==> config.mk <==
export PLATFORM = sky130hd
export DESIGN_NAME = psdw_sqrt
export DESIGN_NICKNAME = d
export VERILOG_FILES = /design/src/rtl/primitive_signed_distance_weight_assert.svh /design/src/rtl/psdw_pkg.sv /design/src/rtl/psdw_sqrt.sv
export SDC_FILE = /design/constraint.sdc
export NUM_CORES = 2
export LEC_CHECK = 0
export BUFFER_PORTS_ARGS = -buffer_cell sky130_fd_sc_hd__buf_2
export CAP_MARGIN = 20
export CORE_MARGIN = 4
export CORE_UTILIZATION = 25
export CTS_CLUSTER_DIAMETER = 200
export DETAILED_ROUTE_END_ITERATION = 6
export HOLD_SLACK_MARGIN = 0.12
export PLACE_DENSITY = 0.39
export SYNTH_ARGS = -nofsm -noshare
export SYNTH_HDL_FRONTEND = slang
export SYNTH_SLANG_ARGS = --single-unit
==> constraint.sdc <==
create_clock -name clk -period 9.3 [get_ports clk]
set_clock_uncertainty 0.1 [all_clocks]
set_input_delay 0.465 -clock clk [delete_from_list [all_inputs] [get_ports clk]]
set_output_delay 0.465 -clock clk [all_outputs]
set_load 0.01 [all_outputs]
==> src/rtl/primitive_signed_distance_weight_assert.svh <==
// Assertion macros for the signed distance block.
// Included by the top level; needs nothing else.
`ifndef PRIMITIVE_SIGNED_DISTANCE_WEIGHT_ASSERT_SVH
`define PRIMITIVE_SIGNED_DISTANCE_WEIGHT_ASSERT_SVH

// Check that chk holds in the same cycle as cond.
`define PSDW_ASSERT_NOW(label, clk_sig, rst_sig, cond, chk, msg) \
  label: assert property (@(posedge clk_sig) disable iff (rst_sig) (cond) |-> (chk)) \
    else $error(msg);

// Check that chk holds in the cycle after cond.
`define PSDW_ASSERT_NEXT(label, clk_sig, rst_sig, cond, chk, msg) \
  label: assert property (@(posedge clk_sig) disable iff (rst_sig) (cond) |=> (chk)) \
    else $error(msg);

`endif

==> src/rtl/psdw_pkg.sv <==
// Shared types, codes and helpers of the signed distance block.
// No dependencies.
`timescale 1ns / 1ps
`default_nettype none

package psdw_pkg;

  localparam int SQRT_LAT = 32;
  localparam int DIV_QW   = 34;
  localparam int DIV_LAT  = DIV_QW + 1;

  localparam logic [31:0] EPS_RAW = 32'd6;
  localparam logic [16:0] ONE_Q16 = 17'd65536;

  localparam logic [1:0] KIND_BOX     = 2'd0;
  localparam logic [1:0] KIND_SPHERE  = 2'd1;
  localparam logic [1:0] KIND_CAPSULE = 2'd2;

  localparam logic [2:0] REG_SHAPE_KIND    = 3'd0;
  localparam logic [2:0] REG_BOX_SIZE_X    = 3'd1;
  localparam logic [2:0] REG_BOX_SIZE_Y    = 3'd2;
  localparam logic [2:0] REG_BOX_SIZE_Z    = 3'd3;
  localparam logic [2:0] REG_RADIUS        = 3'd4;
  localparam logic [2:0] REG_CAPSULE_H     = 3'd5;
  localparam logic [2:0] REG_BLEND_INSIDE  = 3'd6;
  localparam logic [2:0] REG_BLEND_OUTSIDE = 3'd7;

  localparam logic [1:0] NEAR_P     = 2'd0;
  localparam logic [1:0] NEAR_C     = 2'd1;
  localparam logic [1:0] NEAR_SCALE = 2'd2;
  localparam logic [1:0] NEAR_ZERO  = 2'd3;

  localparam logic [1:0] W_ONE     = 2'd0;
  localparam logic [1:0] W_ZERO    = 2'd1;
  localparam logic [1:0] W_IN_DIV  = 2'd2;
  localparam logic [1:0] W_OUT_DIV = 2'd3;

  localparam logic signed [35:0] MAX32 = 36'sd2147483647;
  localparam logic signed [35:0] MIN32 = -36'sd2147483648;

  // Carried alongside the square root.
  typedef struct packed {
    logic               is_sph;
    logic [2:0]         sgn;
    logic [31:0]        mag_x;
    logic [31:0]        mag_y;
    logic [31:0]        mag_z;
    logic signed [31:0] p_x;
    logic signed [31:0] p_y;
    logic signed [31:0] p_z;
    logic signed [31:0] c_x;
    logic signed [31:0] c_y;
    logic signed [31:0] c_z;
    logic signed [33:0] box_m;
  } pre_t;

  // Carried alongside the dividers.
  typedef struct packed {
    logic               is_in;
    logic signed [31:0] sd;
    logic [1:0]         near_mode;
    logic [1:0]         w_mode;
    logic [2:0]         sgn;
    logic signed [31:0] p_x;
    logic signed [31:0] p_y;
    logic signed [31:0] p_z;
    logic signed [31:0] c_x;
    logic signed [31:0] c_y;
    logic signed [31:0] c_z;
  } post_t;

  function automatic logic signed [31:0] sat32(input logic signed [35:0] v);
    if (v > MAX32) begin
      return 32'sh7FFFFFFF;
    end else if (v < MIN32) begin
      return 32'sh80000000;
    end
    return v[31:0];
  endfunction

  function automatic logic [31:0] abs32(input logic signed [31:0] v);
    return v[31] ? (~v + 32'd1) : v;
  endfunction

endpackage

`default_nettype wire

==> src/rtl/psdw_sqrt.sv <==
// Pipelined integer square root, one result bit per stage.
// Depends on psdw_pkg for the stage count.
`timescale 1ns / 1ps
`default_nettype none

module psdw_sqrt (
  input  logic        clk,
  input  logic        en,
  input  logic [63:0] din,
  output logic [31:0] root
);

  logic [63:0] rem_q  [psdw_pkg::SQRT_LAT];
  logic [63:0] root_q [psdw_pkg::SQRT_LAT];

  genvar i;
  generate
    for (i = 0; i < psdw_pkg::SQRT_LAT; i++) begin : g_stage
      localparam logic [63:0] BIT = 64'd1 << (62 - 2 * i);
      logic [63:0] in_rem;
      logic [63:0] in_root;
      logic [63:0] trial;
      logic        ge;
      if (i == 0) begin : g_first
        assign in_rem  = din;
        assign in_root = 64'd0;
      end else begin : g_rest
        assign in_rem  = rem_q[i-1];
        assign in_root = root_q[i-1];
      end
      assign trial = in_root + BIT;
      assign ge    = in_rem >= trial;
      always_ff @(posedge clk) begin
        if (en) begin
          rem_q[i]  <= ge ? in_rem - trial : in_rem;
          root_q[i] <= ge ? (in_root >> 1) + BIT : in_root >> 1;
        end
      end
    end
  endgenerate

  assign root = root_q[psdw_pkg::SQRT_LAT-1][31:0];

endmodule

`default_nettype wire

==> results_dict.tcl <==
set metrics [dict create \
    outcome "complete, no violations" \
    clockBufferDepth 4 \
    routed_wl_um 337000 \
    dr.first_iter.drc_count 4362 \
    synth_top_flop_cell "sky130_fd_sc_hd__edfxtp_1" \
    grt_antenna_before_repair 11 \
    finalCritPeriodShare_pct 58.7 \
    place_worst_setup_slack_ns 3.64 \
    post_route_cells_drive_above_1_share_pct 7.51 \
    vdd_drop_max_mv 0.145 \
    drtPass1Iterations 5 \
    route.detailed.vias_per_inst 4.54 \
    synthesis.nets 10026 \
    maxCapViolCount 0 \
    postSynth.asyncResetShare_pct 0 \
    grt_pass1_vias 77733 \
    number_of_different_library_cells_in_the_post_synthesis_netlist 99 \
    cts_made_buffers 290 \
    power.density_nw_per_um2 244 \
    post_drt_wl_per_cell_um 20.5 \
    synth_largest_type_area_fraction_pct 63.1 \
    num_rows 253 \
    p_leak_uw 0.0506 \
    start_util_pct 25.1 \
    tightestPinTransition_ns 1.36 \
    worstPathMaxFanout 49 \
    synth_sequential_area_ratio_pct 63.1 \
    grtUsageTotal_pct 13.4 \
    clk_pin_slew_worst_paths_ns 0.06 \
    synth-edff-count 2512 \
    total_power_uw 33700 \
    fmax_mhz 183 \
    worstHoldPathType "primary input to flip-flop" \
    post_cts_setup_buffer_count 0 \
    grt_start_max_net_pins 194 \
    die_area_um2 489000 \
    fraction_of_the_core_area_covered_by_cells_at_the_end_of_the_flow_pct 29.1 \
    final_hold_viol_count 0 \
    yosys_reg_bits 2512 \
    synth-warning-count 0 \
    tritoncts "built" \
    setup.worst_path.start_class "flip-flop" \
    gr-total-overflow 0 \
    drt_drc_violations_left 0 \
    io-pin-count 98 \
    mostFrequentLayoutCells "2512 x sky130_fd_sc_hd__edfxtp_1, 688 x sky130_fd_sc_hd__inv_1, 636 x sky130_fd_sc_hd__nor2_1" \
    clock_tree.htree_level_count 5 \
    post_synth_inst_count 9402 \
    syn_avg_cell_area_um2 12.7 \
    clk-insertion-delay-late_ns 0.92 \
    setup_viol 0 \
    timing.final.crit_period_ns 5.46 \
    finalSetupTns_ns 0 \
    place_congestion 0.890 \
    fp.dieH_um 700 \
    crit_type "flip-flop to flip-flop" \
    layout_commonest_cell "sky130_fd_sc_hd__edfxtp_1" \
    wire_length_of_the_first_global_routing_pass_um 502000 \
    clock-root-buffer "sky130_fd_sc_hd__clkbuf_16" \
    die_width_um 700 \
    worst_setup_path_end_kind "flip-flop" \
    arrival_time_reported_for_the_critical_path_endpoint_ns 5.97 \
    cts.sinks 2512 \
    area_growth_syn_to_layout_pct 15.7 \
    antenna_violating_nets_post_route 0 \
    design.final.nets 10420 \
    netlist.top_cell.by_area "sky130_fd_sc_hd__edfxtp_1" \
    dp_hpwl_um 258000 \
    io_buffer_count 97 \
    worst_ep_required_time_ns 9.82 \
    core_area_um2 476000 \
    timing.final.ws_setup_ns 3.84 \
    slew_headroom_pct 9.36 \
    vias 74548 \
    rsz0062_at_grt "false" \
    yosys-top-cells-area "sky130_fd_sc_hd__edfxtp_1 63%, sky130_fd_sc_hd__ha_1 5.8%, sky130_fd_sc_hd__xnor2_1 3.4%" \
    synth.cell_area_um2 120000 \
    timing_max_transition_violations_final 0 \
]
-- metrics by stage --
| stage | area [µm²] | hold slack, ns | std cells |
|---|---|---|---|
| after floorplan | 120000 | 0.317 | 9402 |
| after global placement | 128000 | 0.329 | 15759 |
| after detailed placement | 128000 | 0.328 | 15767 |
| after CTS | 138000 | 0.121 | 16392 |
| after global routing | 138000 | 0.145 | 16408 |
| final | 138000 | 0.225 | 16413 |
-- registers in the layout, summed over array words and instances (netlist names) --
signal	count
rem_q	1984
root_q	528
-- Yosys cell counts (all sizes together) (55+ instances only) --
cell	n
xnor2	468
nor2b	75
o21a	92
nand2b	109
a21o	233
edfxtp	2512
nand2	558
clkbuf	121
or4	62
nor3	261
xor2	398
buf	59
nand3	135
mux2	104
or3	108
o21ai	379
inv	692
nor2	636
and3	55
nor4	338
nand4	159
o21bai	65
ha	558
a21oi	627
-- worst paths after layout --
kind,from,end,slack (ns),depth (start not counted)
setup / recovery,rem_q[21][50]$_DFFE_PP_,rem_q[22][61]$_DFFE_PP_,3.84,10
setup reg to reg,rem_q[21][50]$_DFFE_PP_,rem_q[22][61]$_DFFE_PP_,3.84,10
hold / removal,din[56],rem_q[0][56]$_DFFE_PP_,0.23,2
hold reg to reg,rem_q[13][5]$_DFFE_PP_,rem_q[14][5]$_DFFE_PP_,0.32,0
-- power by group --
part,switching (µW),internal [µW]
clock network,4770,6260
logic,4270,2840
registers,1210,14400
total,10300,23500
-- critical path, cell delays in order, from the launching register on --
cell and delay, ns:
sky130_fd_sc_hd__edfxtp_1 0.42, sky130_fd_sc_hd__or4_4 0.58, sky130_fd_sc_hd__nand3b_1 0.25, sky130_fd_sc_hd__or4b_2 0.70
sky130_fd_sc_hd__nor3_1 0.81, sky130_fd_sc_hd__o21ai_0 0.54, sky130_fd_sc_hd__a21bo_2 0.96, sky130_fd_sc_hd__or2_2 0.31
sky130_fd_sc_hd__a311o_2 0.24, sky130_fd_sc_hd__nor4_1 0.08, sky130_fd_sc_hd__xor2_1 0.15
-- routing by layer --
layer | wire length, µm | track usage, % | up-vias
met2 | 187000 | 26.7 | 1332
li1 | - | - | 36039
met4 | 16600 | 6.10 | 0
met5 | 0 | 0 | -
met1 | 123000 | 13.8 | 36602
met3 | 9700 | 1.60 | 575
-- logic make-up after synthesis --
family / count (synthesis) / share of synthesized area [%]
adders and majority gates: 558 / 5.84
and+or+nand+nor: 2725 / 11.8
xor gates and xnor gates: 866 / 6.34
AOI/OAI and AO/OA: 1758 / 9.12
muxes: 110 / 1.03
DFF: 2512 / 63.1
buffers and inverters: 873 / 2.79
-- area by class of cell --
class,count,area (µm²)
Sequential cell,2512,75400
Clock inverter,151,1450
Tap cell,6375,7980
Timing Repair Buffer,282,2360
Fill cell,47984,337000
Clock buffer,364,7560
Multi-Input combinational cell,6017,40900
Inverter,693,2600
Antenna cell,19,47.5
-- repair_timing --
item | in CTS | in global routing
resized for setup | 0 | 0
endpoints found under the hold margin | 179 | 0
hold buffers | 110 | 0
(Power assumes the default switching activity.)
